===== config.mk =====
export PLATFORM = sky130hd
export DESIGN_NAME = gf2_transvection_sequence_apply
export DESIGN_NICKNAME = d
export VERILOG_FILES = /design/src/hdl/gtsa_pkg.sv /design/src/hdl/gf2_transvection_sequence_apply.sv
export SDC_FILE = /design/constraint.sdc
export NUM_CORES = 1
export LEC_CHECK = 0
export BUFFER_PORTS_ARGS = -buffer_cell sky130_fd_sc_hd__buf_2
export CORE_MARGIN = 5
export CORE_UTILIZATION = 54
export DETAILED_ROUTE_END_ITERATION = 7
export PLACE_DENSITY_LB_ADDON = 0.2
export SYNTH_ARGS = -nofsm -noshare
export SYNTH_HDL_FRONTEND = slang
export SYNTH_SLANG_ARGS = --single-unit

===== constraint.sdc =====
create_clock -name aclk -period 4.45 [get_ports aclk]
set_input_delay 0.2225 -clock aclk [delete_from_list [all_inputs] [get_ports aclk]]
set_output_delay 0.2225 -clock aclk [all_outputs]
set_load 0.005 [all_outputs]

===== src/hdl/gtsa_pkg.sv =====
// shared constants, widths and codes for the gf2 transvection sequence block
package gtsa_pkg;

    // table depth and vector width
    localparam int MAX_ENTRIES = 16;
    localparam int VECTOR_BITS = 64;

    // table index and walk counter widths
    localparam int IDX_W = (MAX_ENTRIES > 1) ? $clog2(MAX_ENTRIES) : 1;
    localparam int CNT_W = $clog2(MAX_ENTRIES + 1);

    // item field widths
    localparam int OPCODE_W = 2;
    localparam int SLOT_W   = 4;
    localparam int BIT_W    = 6;
    localparam int VEC_W    = 64;
    localparam int STATUS_W = 2;
    localparam int LEN_W    = 5;
    localparam int WID_W    = 7;

    // packed stream widths
    localparam int S_TDATA_W = SLOT_W + 2 * BIT_W + VEC_W;
    localparam int M_TDATA_W = VEC_W;
    localparam int CFG_IDX_W = 8;
    localparam int CFG_DAT_W = 8;

    // register indexes of the configuration port
    localparam logic [CFG_IDX_W-1:0] REG_LENGTH = 8'd0;
    localparam logic [CFG_IDX_W-1:0] REG_WIDTH  = 8'd1;

    // reset values of the configuration registers
    localparam logic [LEN_W-1:0] LENGTH_RESET = 5'd0;
    localparam logic [WID_W-1:0] WIDTH_RESET  = 7'd64;

    typedef enum logic [OPCODE_W-1:0] {
        OP_LOAD    = 2'd0,
        OP_APPLY   = 2'd1,
        OP_INVERSE = 2'd2,
        OP_PASS    = 2'd3
    } opcode_t;

    typedef enum logic [STATUS_W-1:0] {
        STAT_LOADED   = 2'd0,
        STAT_REJECTED = 2'd1,
        STAT_VECTOR   = 2'd2
    } status_t;

endpackage


===== src/hdl/gf2_transvection_sequence_apply.sv =====
// top level: transvection table, sequencer and shared single-flip unit
//
//  channel  | direction | handshake          | contents
//  ---------+-----------+--------------------+-------------------------------------------
//  s_       | in        | s_tvalid/s_tready  | tdata: slot, target, source, vector; tuser: opcode
//  m_       | out       | m_tvalid/m_tready  | tdata: vector_out; tuser: status
//  cfg_     | in        | cfg_valid/cfg_ready| cfg_index, cfg_data (length, width)
//
// a load item does no walk: it goes through the run state straight to the output register
// an apply or inverse item does L flips, L the clamped length, then fills the output register;
// the one flip unit reads one table entry per cycle
// s_tready is high only while the sequencer is idle; a finished result sits in the
// output register and a new item may be taken while it waits for m_tready
// aresetn clears control and configuration; the table itself has no reset
module gf2_transvection_sequence_apply (
    input  logic                               aclk,
    input  logic                               aresetn,
    // input items
    input  logic                               s_tvalid,
    output logic                               s_tready,
    // from bit 0: entry_slot[3:0], target_bit[9:4], source_bit[15:10], vector_in[79:16]
    input  logic [gtsa_pkg::S_TDATA_W-1:0]     s_tdata,
    // from bit 0: opcode[1:0]
    input  logic [gtsa_pkg::OPCODE_W-1:0]      s_tuser,
    // result items
    output logic                               m_tvalid,
    input  logic                               m_tready,
    // from bit 0: vector_out[63:0]
    output logic [gtsa_pkg::M_TDATA_W-1:0]     m_tdata,
    // from bit 0: status[1:0]
    output logic [gtsa_pkg::STATUS_W-1:0]      m_tuser,
    // configuration writes
    input  logic                               cfg_valid,
    output logic                               cfg_ready,
    input  logic [gtsa_pkg::CFG_IDX_W-1:0]     cfg_index,
    input  logic [gtsa_pkg::CFG_DAT_W-1:0]     cfg_data
);

    typedef enum logic {
        S_IDLE,
        S_RUN
    } state_t;

    state_t                          state_reg;
    logic [gtsa_pkg::LEN_W-1:0]      length_reg;
    logic [gtsa_pkg::WID_W-1:0]      width_reg;

    // transvection table, written on good loads only
    logic [gtsa_pkg::BIT_W-1:0]      tgt_mem [gtsa_pkg::MAX_ENTRIES];
    logic [gtsa_pkg::BIT_W-1:0]      src_mem [gtsa_pkg::MAX_ENTRIES];

    // working state of the walk
    logic [gtsa_pkg::VEC_W-1:0]      vec_reg;
    logic [gtsa_pkg::STATUS_W-1:0]   stat_reg;
    logic [gtsa_pkg::IDX_W-1:0]      idx_reg;
    logic [gtsa_pkg::CNT_W-1:0]      remain_reg;
    logic                            reverse_reg;

    // output register
    logic                            m_tvalid_reg;
    logic [gtsa_pkg::M_TDATA_W-1:0]  m_tdata_reg;
    logic [gtsa_pkg::STATUS_W-1:0]   m_tuser_reg;

    // unpacked input fields
    logic [gtsa_pkg::SLOT_W-1:0]     in_slot;
    logic [gtsa_pkg::BIT_W-1:0]      in_tgt;
    logic [gtsa_pkg::BIT_W-1:0]      in_src;
    logic [gtsa_pkg::VEC_W-1:0]      in_vec;
    gtsa_pkg::opcode_t               in_op;

    logic [gtsa_pkg::WID_W-1:0]      w_eff;
    logic [gtsa_pkg::CNT_W-1:0]      n_eff;
    logic                            load_ok;
    logic                            s_accept;
    logic                            out_free;
    logic                            walk_done;

    // shared flip unit
    logic [gtsa_pkg::BIT_W-1:0]      cur_tgt;
    logic [gtsa_pkg::BIT_W-1:0]      cur_src;
    logic                            flip_hit;
    logic [gtsa_pkg::VEC_W-1:0]      vec_step;

    assign in_slot = s_tdata[gtsa_pkg::SLOT_W-1:0];
    assign in_tgt  = s_tdata[gtsa_pkg::SLOT_W +: gtsa_pkg::BIT_W];
    assign in_src  = s_tdata[gtsa_pkg::SLOT_W + gtsa_pkg::BIT_W +: gtsa_pkg::BIT_W];
    assign in_vec  = s_tdata[gtsa_pkg::SLOT_W + 2 * gtsa_pkg::BIT_W +: gtsa_pkg::VEC_W];
    assign in_op   = gtsa_pkg::opcode_t'(s_tuser);

    assign s_tready  = (state_reg == S_IDLE);
    assign s_accept  = s_tvalid && s_tready;
    assign cfg_ready = 1'b1;
    assign out_free  = !m_tvalid_reg || m_tready;
    // walk finished and the output register can take the item
    assign walk_done = (state_reg == S_RUN) && (remain_reg == '0) && out_free;

    assign m_tvalid = m_tvalid_reg;
    assign m_tdata  = m_tdata_reg;
    assign m_tuser  = m_tuser_reg;

    // clamp the registers to the table depth and vector width
    always_comb begin
        if (int'(width_reg) > gtsa_pkg::VECTOR_BITS) begin
            w_eff = gtsa_pkg::WID_W'(gtsa_pkg::VECTOR_BITS);
        end else begin
            w_eff = width_reg;
        end
        if (int'(length_reg) > gtsa_pkg::MAX_ENTRIES) begin
            n_eff = gtsa_pkg::CNT_W'(gtsa_pkg::MAX_ENTRIES);
        end else begin
            n_eff = gtsa_pkg::CNT_W'(length_reg);
        end
    end

    // a load needs two distinct indices below the width and a slot in range
    assign load_ok = (in_tgt != in_src)
                  && ({1'b0, in_tgt} < w_eff)
                  && ({1'b0, in_src} < w_eff)
                  && (int'(in_slot) < gtsa_pkg::MAX_ENTRIES);

    // one conditional flip; stale or degenerate entries leave the vector alone
    always_comb begin
        cur_tgt  = tgt_mem[idx_reg];
        cur_src  = src_mem[idx_reg];
        flip_hit = (cur_tgt != cur_src)
                && ({1'b0, cur_tgt} < w_eff)
                && ({1'b0, cur_src} < w_eff)
                && vec_reg[cur_src];
        vec_step = vec_reg ^ (gtsa_pkg::VEC_W'(flip_hit) << cur_tgt);
    end

    // table writes, no reset
    always_ff @(posedge aclk) begin
        if (s_accept && (in_op == gtsa_pkg::OP_LOAD) && load_ok) begin
            tgt_mem[gtsa_pkg::IDX_W'(in_slot)] <= in_tgt;
            src_mem[gtsa_pkg::IDX_W'(in_slot)] <= in_src;
        end
    end

    // sequencer, configuration and output register
    always_ff @(posedge aclk) begin
        if (!aresetn) begin
            state_reg    <= S_IDLE;
            length_reg   <= gtsa_pkg::LENGTH_RESET;
            width_reg    <= gtsa_pkg::WIDTH_RESET;
            remain_reg   <= '0;
            m_tvalid_reg <= 1'b0;
        end else begin
            if (cfg_valid && cfg_ready) begin
                case (cfg_index)
                    gtsa_pkg::REG_LENGTH: length_reg <= cfg_data[gtsa_pkg::LEN_W-1:0];
                    gtsa_pkg::REG_WIDTH:  width_reg  <= cfg_data[gtsa_pkg::WID_W-1:0];
                    default: ;
                endcase
            end

            if (walk_done) begin
                m_tvalid_reg <= 1'b1;
            end else if (m_tready) begin
                m_tvalid_reg <= 1'b0;
            end

            case (state_reg)
                S_IDLE: begin
                    if (s_accept) begin
                        state_reg   <= S_RUN;
                        reverse_reg <= (in_op == gtsa_pkg::OP_INVERSE);
                        case (in_op)
                            gtsa_pkg::OP_LOAD: begin
                                vec_reg    <= '0;
                                stat_reg   <= load_ok ? gtsa_pkg::STAT_LOADED
                                                      : gtsa_pkg::STAT_REJECTED;
                                remain_reg <= '0;
                                idx_reg    <= '0;
                            end
                            gtsa_pkg::OP_APPLY: begin
                                vec_reg    <= in_vec;
                                stat_reg   <= gtsa_pkg::STAT_VECTOR;
                                remain_reg <= n_eff;
                                idx_reg    <= '0;
                            end
                            gtsa_pkg::OP_INVERSE: begin
                                vec_reg    <= in_vec;
                                stat_reg   <= gtsa_pkg::STAT_VECTOR;
                                remain_reg <= n_eff;
                                // last entry first; unused when the length is zero
                                idx_reg    <= gtsa_pkg::IDX_W'(n_eff - gtsa_pkg::CNT_W'(1));
                            end
                            default: begin
                                // the pass opcode passes the vector through
                                vec_reg    <= in_vec;
                                stat_reg   <= gtsa_pkg::STAT_VECTOR;
                                remain_reg <= '0;
                                idx_reg    <= '0;
                            end
                        endcase
                    end
                end
                S_RUN: begin
                    if (remain_reg != '0) begin
                        vec_reg    <= vec_step;
                        remain_reg <= remain_reg - gtsa_pkg::CNT_W'(1);
                        idx_reg    <= reverse_reg ? idx_reg - gtsa_pkg::IDX_W'(1)
                                                  : idx_reg + gtsa_pkg::IDX_W'(1);
                    end else if (out_free) begin
                        // hand the finished item to the output register
                        m_tdata_reg  <= vec_reg;
                        m_tuser_reg  <= stat_reg;
                        state_reg    <= S_IDLE;
                    end
                end
                default: begin
                    state_reg <= S_IDLE;
                end
            endcase
        end
    end

    // a load never starts a walk over the table
    a_load_no_walk: assert property (@(posedge aclk) disable iff (!aresetn)
        (s_accept && (in_op == gtsa_pkg::OP_LOAD)) |=> (state_reg == S_RUN)
            && (remain_reg == '0))
        else $error("load item started a table walk");

    // the walk count never exceeds the table depth
    a_remain_bound: assert property (@(posedge aclk) disable iff (!aresetn)
        int'(remain_reg) <= gtsa_pkg::MAX_ENTRIES)
        else $error("walk count beyond table depth");

    // no result is offered while flips are still pending
    a_no_early_result: assert property (@(posedge aclk) disable iff (!aresetn)
        ((state_reg == S_RUN) && (remain_reg != '0) && !m_tvalid_reg) |=> !m_tvalid_reg)
        else $error("result offered before the walk finished");

    // no new item is taken while the sequencer is busy
    a_busy_no_accept: assert property (@(posedge aclk) disable iff (!aresetn)
        (state_reg == S_RUN) |-> !s_tready)
        else $error("input ready during a walk");

    // a result carries a defined status code
    a_status_code: assert property (@(posedge aclk) disable iff (!aresetn)
        m_tvalid |-> (m_tuser == gtsa_pkg::STAT_LOADED)
            || (m_tuser == gtsa_pkg::STAT_REJECTED)
            || (m_tuser == gtsa_pkg::STAT_VECTOR))
        else $error("undefined status on result");

endmodule


Word-level counts from Yosys, hierarchy flattened --
Memories as Yosys holds them, arrays and structs flattened. A register that Yosys moved wholly into a read port is not among the register bits. Cells that the tools add are included.
Storage, ports and cells: register bits 156, RAM bits 192, input bits 103, output and inout bits 69, logic and storage cells 87, memories kept 2
Operators by class: add/sub/neg operators 4, magnitude comparators 7, eq/ne operators 7, shift-type cells 1, muxes and demuxes 28, bitwise logic cells 3, reductions and logical operators 24
Memory list:
- src_mem | words 16, bits a word 6, rd ports 1, clocked after Yosys merged registers in 1, wr ports 1, RTL line gf2_transvection_sequence_apply.sv:50 | logic [gtsa_pkg::BIT_W-1:0] src_mem [gtsa_pkg::MAX_ENTRIES];
- tgt_mem | words 16, bits a word 6, rd ports 1, clocked after Yosys merged registers in 1, wr ports 1, RTL line gf2_transvection_sequence_apply.sv:49 | logic [gtsa_pkg::BIT_W-1:0] tgt_mem [gtsa_pkg::MAX_ENTRIES];
Operators with widths (count):
- two-way mux 64 bit | 3
- one-hot mux 64 bit (2 select lines) | 1
- << shifter 1 x 6 -> 64 bit | 1
- bitwise XOR 64 bit | 1
- < comparator 6 x 7 -> 1 bit | 4
- two-way mux 4 bit | 6
- two-way mux 5 bit | 4
- inequality test 6 bit | 2
- logical AND 1 bit | 10
- one-hot mux 5 bit (2 select lines) | 1
- two-way mux 1 bit | 9
- equality test 8 x 1 -> 1 bit (second input constant) | 1
- logical NOT 8 bit | 1
- one-hot mux 4 bit (2 select lines) | 1
- subtractor 4 x 1 -> 4 bit (second input constant) | 2
- > comparator 7 bit (second input constant) | 1
- < comparator 6 x 7 -> 1 bit (second input constant) | 1
- two-way mux 7 bit | 1
- binary-select mux 1 bit (select 6 bit) | 1
- AND reduction 2 bit | 3
- AND reduction 3 bit | 2
- > comparator 5 bit (second input constant) | 1
- logical NOT 5 bit | 1
- nonzero test 5 bit | 1
- 13 further kinds | 15

Logic depth before layout (Yosys ltp) --
Gate-level depths: netlist (run 1).
depth after elaboration 10, gate-level depth with buffers 20, gate-level depth less buffers 14

Worst setup path before layout (run 1) --
OpenSTA, ideal clock, no wires.
kind reg2reg, start reg (tool-made name), end reg vec_reg[35] (netlist bit), data pin, library setup time 0.267 ns, arrival time 4.130 ns, data required time 4.183 ns, path slack 0.053 ns, stages on the path, launching flop included 21, buffers on the path 6, clock period less this slack 4.397 ns, path through dfxtp_1 > buf_6 > buf_8 > buf_6 > buf_6 > mux4_2 > mux2_2 > nand2_1 > o21ai_1 > ha_1 > a21o_1 > a221oi_1 > nor2b_1 > nand4b_1 > nand4_1 > o311ai_4 > nor4b_4 > and2_1 > buf_6 > buf_6 > o211ai_2
RTL lines:
- to (signal assigned) | RTL line gf2_transvection_sequence_apply.sv:177 | vec_reg <= in_vec;
- to (signal assigned) | RTL line gf2_transvection_sequence_apply.sv:183 | vec_reg <= in_vec;
- to (signal assigned) | RTL line gf2_transvection_sequence_apply.sv:191 | vec_reg <= in_vec;
- to (decl) | RTL line gf2_transvection_sequence_apply.sv:53 | logic [gtsa_pkg::VEC_W-1:0] vec_reg;

==> flow_metrics.env, run 1 <==
export IMPL_max_cap_viol_count=0
export IMPL_overflow=0
export IMPL_areaGrowthSynthToFinish_pct=17.5
export IMPL_finalCriticalPeriod_ns=4.21
export IMPL_hold_viol=0
export IMPL_final_max_slew_viol_count=0
export IMPL_reg2reg_slack_ns=0.24
export IMPL_syn_avg_cell_area_um2=14.1
export IMPL_number_of_antenna_violations_at_the_first_check_in_global_routing=4
export IMPL_cp_top_family="multiplexers"
export IMPL_postSynthNetCount=1336
export IMPL_biggestRegsByFlops="src_mem (96), tgt_mem (96)"
export IMPL_synth_ff_type="edfxtp_1"
export IMPL_clk_root_buf="clkbuf_16"
export IMPL_finalWeightedCongestion=0.878
export IMPL_dp_hpwl_um=28600
export IMPL_fp_dieW_um=188
export IMPL_holdCritStartpoint="s_tdata[54]"
export IMPL_share_seq_of_total_power=0.416
export IMPL_critPathMaxStageDelay_ns=0.58
export IMPL_htree_depth=2
export IMPL_clkSlewWorstSetupHoldPaths_ns=0.06
export IMPL_first_global_vias=11500
export IMPL_drt_pass1_iterations=5
export IMPL_slew_limit_headroom=0.316
export IMPL_via_count=11700
export IMPL_cts_sink_count=352
export IMPL_netlist_cell_type_count=71
export IMPL_p_comb_frac=0.272
export IMPL_timing_final_setup_violations=0
export IMPL_die_height_um=188
export IMPL_maximum_fanout_along_the_worst_path=28
export IMPL_min_to="vec_reg[38]$_DFFE_PP_"
export IMPL_post_detailed_routing_wire_length_um=43500
export IMPL_timing_critical_path_slowest_stage_cell="mux4_2"
export IMPL_ys_top_cells_by_area="edfxtp_1, mux4_2, mux2i_1"
export IMPL_required_ns=4.72
export IMPL_reg2reg_depth=14
export IMPL_synth_seq_area_share=0.607
export IMPL_synth_enable_flop_cells=329
export IMPL_synth_yosys_warnings=0
export IMPL_drt_antenna_violating_nets=0
export IMPL_asyncSetResetFlopFracSynth=0
export IMPL_setup_tns_final_ns=0
export IMPL_arr_time_crit_path_ns=4.47
export IMPL_worst_slew_pin_transition_ns=1.03
export IMPL_global_route_usage_over_all_layers=0.241
export IMPL_power_share_clock=0.312
export IMPL_rsz0062_at_grt="no"
export IMPL_area_share_of_the_largest_cell_type_after_synthesis=0.580
export IMPL_initial_utilization=0.543
export IMPL_std_cell_rows=65
export IMPL_cts_tree="done"
export IMPL_power_density_nw_per_um2=483
export IMPL_postSynthCellCount=1206
export IMPL_number_of_buffers_added_on_ports=169
export IMPL_ys_seq_elements=352
export IMPL_total_leakage_power_nw=7.02
export IMPL_detailedRoute_firstIterationViolations=1095
export IMPL_worst_setup_path_start_kind="flop"
export IMPL_switching_power_mw=3.04
export IMPL_ir_worst_vdd_mv=0.291
export IMPL_post_synth_top_area_cell="edfxtp_1"
export IMPL_total_power_mw=9.67
export IMPL_cts_inserted_buffers=38
export IMPL_post_synthesis_instance_area_um2=17000
export IMPL_drcViolationCount=0
export IMPL_wire_length_of_the_first_global_routing_pass_um=66800
export IMPL_swShare=0.315
export IMPL_hold_path_cell_count=3
export IMPL_run_status="complete, no violations"
export IMPL_max_freq_ghz=0.238
export IMPL_clockBufferDepth=3
export IMPL_avgViaCountPerCell=6.26
export IMPL_cell_int_power_mw=6.63
export IMPL_worstReg2RegEnd="vec_reg[6]$_DFFE_PP_"
export IMPL_worstPathCellList="buf_12, mux4_2, mux4_2, ha_1, a21o_1, a221oi_1, nor2b_1, nand4b_1, nand4_1, o311ai_4, nor4_4, and2_1, buf_12, o211ai_1"
export IMPL_finClkSkew_ns=0.0186
export IMPL_routedWlPerCell_um=23.3
export IMPL_hold_class="in -> reg"
export IMPL_boundaryPins=172
export IMPL_cp_buf_inv_count=2
export IMPL_worstSetupEndpointType="flop"
export IMPL_critical_path_type="reg -> reg"
export IMPL_maximum_number_of_pins_on_one_net_before_global_route_repair=100
export IMPL_nNetsFinal=1566
export IMPL_floorplan_die_area_um2=35200
export IMPL_layout_drive_gt1_share=0.284
export IMPL_post_route_period_util=0.946
export IMPL_worstSkewPairLatency_ns=0.53
export IMPL_floorplan_core_area_um2=31400
[placed cells by master (no fill, tap or decap), drive strengths merged, types with 12 or more instances in the layout]
master,Yosys,layout
a21o,12,12
a21oi,15,15
a32oi,63,63
buf,40,235
clkbuf,35,48
clkinv,1,15
dfxtp,23,23
dlygate4sd3,0,30
edfxtp,329,329
ha,26,26
inv,22,25
mux2,12,12
mux2i,71,71
mux4,47,47
nand2,96,96
nand2b,17,17
nand3,76,76
nor2,47,47
nor3,76,76
o211ai,68,68
o21ai,14,14
xnor2,12,12
[kinds of logic after synthesis]
kind of cell	share of synthesized area
simple gates	0.105
flops	0.607
compound gates	0.112
mux	0.114
buf+inv	0.0307
fa+ha+maj	0.0203
xor+xnor	0.0108
other cells	0.000220
[tightest hold or removal path, delay by kind of cell]
family	cells	cell delay [ns]
buffers and inverters	1	0.09
AO/OA/AOI/OAI	2	0.11
[power groups by stage]
stage	Combinational [mW]	Clock [mW]	Sequential (mW)
after global placement	2.53	0	4.08
after CTS	2.60	3.05	4.02
final	2.63	3.01	4.02
after global routing	2.81	3.20	4.04
after floorplan	1.85	0	4.02
after detailed placement	2.57	0	4.09
[synthesized netlist by cell type, drive strengths merged, types with 3 or more instances]
master	number
nor4	9
a22oi	3
nand2	96
o22ai	5
and2	7
buf	40
nor3	76
and3	7
a32oi	63
a21o	12
xnor2	12
mux2	12
or2	3
nand4	3
nor2b	9
o211ai	68
o21ai	14
nor2	47
ha	26
xor2	9
nand3	76
mux4	47
o221ai	9
dfxtp	23
mux2i	71
a31oi	6
clkbuf	35
a21oi	15
inv	22
edfxtp	329
nand2b	17
[worst max path at each step]
stage / startpoint / end / slack [ns] / cells past startpoint
after CTS: flop / vec_reg[56]$_DFFE_PP_ / 0.17 / 14
after detailed placement: flop / vec_reg[5]$_DFFE_PP_ / 0.19 / 14
final: flop / vec_reg[6]$_DFFE_PP_ / 0.24 / 14
after global routing: flop / vec_reg[56]$_DFFE_PP_ / 0.04 / 15
after global placement: flop / vec_reg[12]$_DFFE_PP_ / 0.23 / 14
after floorplan: flop / vec_reg[35]$_DFFE_PP_ / 0.05 / 20
[final cells by class]
class	instances	area (µm²)
multi-input combinational	756	6190
clock buffer	48	1030
tap	402	503
inverter	23	86.3
antenna	1	2.50
clock inverter	20	155
fill	2315	11400
timing repair buffer	265	1700
sequential	352	10300
[what timing repair did]
action                                  in CTS  in global routing
hold buffers                                30                  0
endpoints found under the hold margin       35                  0
resized for setup                            0                  1
setup buffers                                0                  2
endpoints found under the setup margin       0                 62
[per-stage QoR]
stage	setup WS [ns]	hold WS, ns	util	area [µm²]	instances
global route	0.0370	0.0114	0.638	20000	1867
global placement	0.233	0.408	0.590	18500	1766
finish	0.242	0.0131	0.638	20000	1867
CTS	0.174	0.00135	0.637	20000	1864
floorplan	0.0528	0.284	-	17000	1206
detailed placement	0.192	0.405	0.590	18500	1766
[metal layers]
layer / global-route usage / wire (µm) / up-vias
li1: - / - / 5296
met1: 0.336 / 17800 / 5770
met2: 0.393 / 21200 / 526
met3: 0.0383 / 3100 / 97
met4: 0.0782 / 1310 / 6
met5: 0 / 34 / -
No activity file was read; power rests on OpenSTA's default activity.
==> run 2, diff against run 1 <==
CELL_PAD_IN_SITES_DETAIL_PLACEMENT = 1   (was not set)
CELL_PAD_IN_SITES_GLOBAL_PLACEMENT = 1   (was not set)
CORE_UTILIZATION = 45   (was 54)
RECOVER_POWER = 25   (was not set)
==> run 2 against run 1 <==
Effect of this change: global-route usage rose by 0.19 points; sequential power barely moved; total power rose by 3.8%; routed wire length rose by 17%; cell count rose by 7.2%; worst hold slack improved by 0.0069 ns; clock skew fell by 0.0075 ns; critical path depth did not move; combinational power rose by 7%; flip-flop and latch count did not move; fmax barely moved; critical path type unchanged; critical endpoint is now vec_reg[46]$_DFFE_PP_; highest routed layer unchanged.
==> flow_metrics.env, run 2 (synthesis gave the netlist of run 1 again) <==
export IMPL_cts_sink_count=352
export IMPL_initial_utilization=0.455
export IMPL_final_max_slew_viol_count=0
export IMPL_drt_antenna_violating_nets=0
export IMPL_multiInputGateArea_um2=6210
export IMPL_design_area_um2=20500
export IMPL_layout_cells_most_common="edfxtp_1"
export IMPL_dp_hpwl_um=33600
export IMPL_post_detailed_routing_wire_length_um=51000
export IMPL_first_global_vias=12700
export IMPL_postLayoutSetupSlackWorst_ns=0.246
export IMPL_dpl_worst_slack_ns=0.139
export IMPL_layout_core_utilization=0.548
export IMPL_wire_length_of_the_first_global_routing_pass_um=77600
export IMPL_detailedRoute_firstIterationViolations=859
export IMPL_worst_slew_pin_transition_ns=1.01
export IMPL_fp_dieW_um=205
export IMPL_number_of_antenna_violations_at_the_first_check_in_global_routing=2
export IMPL_required_ns=4.73
export IMPL_biggestRegsByFlops="src_mem (96), tgt_mem (96)"
export IMPL_slew_limit_headroom=0.326
export IMPL_boundaryPins=172
export IMPL_worstPathCellList="buf_12, mux4_2, mux4_2, ha_1, or2_2, a221oi_2, nor2b_2, nand4b_1, nand4_1, o311ai_4, nor4_4, and2_1, buf_12, o211ai_2"
export IMPL_maximum_number_of_pins_on_one_net_before_global_route_repair=98
export IMPL_clk_root_buf="clkbuf_16"
export IMPL_hold_class="in -> reg"
export IMPL_htree_depth=2
export IMPL_reg2reg_slack_ns=0.25
export IMPL_arr_time_crit_path_ns=4.48
export IMPL_std_cell_rows=71
export IMPL_global_route_usage_over_all_layers=0.243
export IMPL_place_area_um2=18700
export IMPL_max_cap_viol_count=0
export IMPL_setup_tns_final_ns=0
export IMPL_final_seq_area_um2=10300
export IMPL_worstSetupEndpointType="flop"
export IMPL_cts_tree="done"
export IMPL_hold_viol=0
export IMPL_layout_drive_gt1_share=0.270
export IMPL_cts_inserted_buffers=39
export IMPL_ir_worst_vdd_mv=0.350
export IMPL_rsz0062_at_grt="no"
export IMPL_worst_setup_path_start_kind="flop"
export IMPL_floorplan_core_area_um2=37500
export IMPL_drcViolationCount=0
export IMPL_finalCriticalPeriod_ns=4.20
export IMPL_finClkSkew_ns=0.0111
export IMPL_number_of_buffers_added_on_ports=169
export IMPL_floorplan_die_area_um2=41900
export IMPL_total_leakage_power_nw=7.13
export IMPL_post_route_period_util=0.945
export IMPL_areaGrowthSynthToFinish_pct=20.4
export IMPL_fill_cells=3772
export IMPL_via_count=12100
export IMPL_clkSlewWorstSetupHoldPaths_ns=0.06
export IMPL_run_status="complete, no violations"
export IMPL_max_freq_ghz=0.238
export IMPL_drt_pass1_iterations=5
export IMPL_routedWlPerCell_um=25.5
export IMPL_finalWeightedCongestion=0.826
export IMPL_overflow=0
export IMPL_nNetsFinal=1590
export IMPL_maximum_fanout_along_the_worst_path=24
export IMPL_avgViaCountPerCell=6.03
export IMPL_critical_path_type="reg -> reg"
export IMPL_clockBufferDepth=3
export IMPL_die_height_um=205
export IMPL_timing_critical_path_slowest_stage_cell="mux4_2"
export IMPL_layout_common_cells="edfxtp_1, buf_2, nand2_1"
export IMPL_power_density_nw_per_um2=489
export IMPL_worstSkewPairLatency_ns=0.55
export IMPL_timing_final_setup_violations=0
export IMPL_critPathMaxStageDelay_ns=0.57
-- run 2: changes by cell type in the layout (fill, tap and decap cells not counted), moves of 4 or more --
cell           previous run  this run
dlygate4sd3_1            30        60
buf_2                   169       157
buf_4                    61        50
clkbuf_1                  7        18
buf_12                    5         9
-- run 2: layout make-up --
cell class,instances,share of cell area
Tap cell,511,0.0311
Clock buffer,46,0.0499
Antenna cell,1,0.000122
Inverter,23,0.00421
Clock inverter,25,0.0115
Sequential cell,352,0.504
Timing Repair Buffer,288,0.0968
Multi-Input combinational cell,756,0.302
-- run 2: critical path, delay by kind of cell, from the launching register on --
kind	cells	cell delay, ns
multiplexers	2	1.12
buffers and inverters	2	0.43
adder cells (fa/ha/maj)	1	0.20
AO/OA/AOI/OAI	3	0.52
AND/OR/NAND/NOR	6	1.28
flip-flops	1	0.36
-- run 2: final timing paths --
path                                         endpoint  cells after the start                      start
worst max-delay path            vec_reg[46]$_DFFE_PP_                     14                       flop
worst min-delay path            vec_reg[13]$_DFFE_PP_                      3                s_tdata[29]
worst max register to register  vec_reg[46]$_DFFE_PP_                     14                       flop
worst min register to register   m_tuser[1]$_DFFE_PP_                      0  stat_reg[1]$_SDFFCE_PN1P_
-- run 2: repair_timing --
action                                  CTS  global route
endpoints found under the setup margin    0            57
endpoints found under the hold margin    65             1
setup buffers                             0             1
gates resized for setup                   0             4
hold buffers                             59             1
-- run 2: power breakdown --
part / total (mW) / switching [mW] / internal (mW)
Combinational: 2.82 / 1.73 / 1.09
Clock: 3.20 / 1.32 / 1.88
Sequential: 4.02 / 0.168 / 3.85
Total: 10.0 / 3.22 / 6.82
-- run 2: layer usage --
| metal | global-route usage | share of wire | up-vias |
|---|---|---|---|
| met3 | 0.0427 | 0.064 | 85 |
| met4 | 0.0802 | 0.028 | 2 |
| li1 | - | - | 5352 |
| met2 | 0.419 | 0.51 | 460 |
| met1 | 0.312 | 0.40 | 6168 |
| met5 | 0 | 0.00025 | - |
-- run 2: stage by stage --
stage               instances  hold slack, ns  power, mW
global placement         1869           0.410       6.77
CTS                      1999        0.000426       10.1
detailed placement       1869           0.413       6.83
floorplan                1206           0.284       5.87
global route             2001          0.0184       10.5
finish                   2002          0.0200       10.0
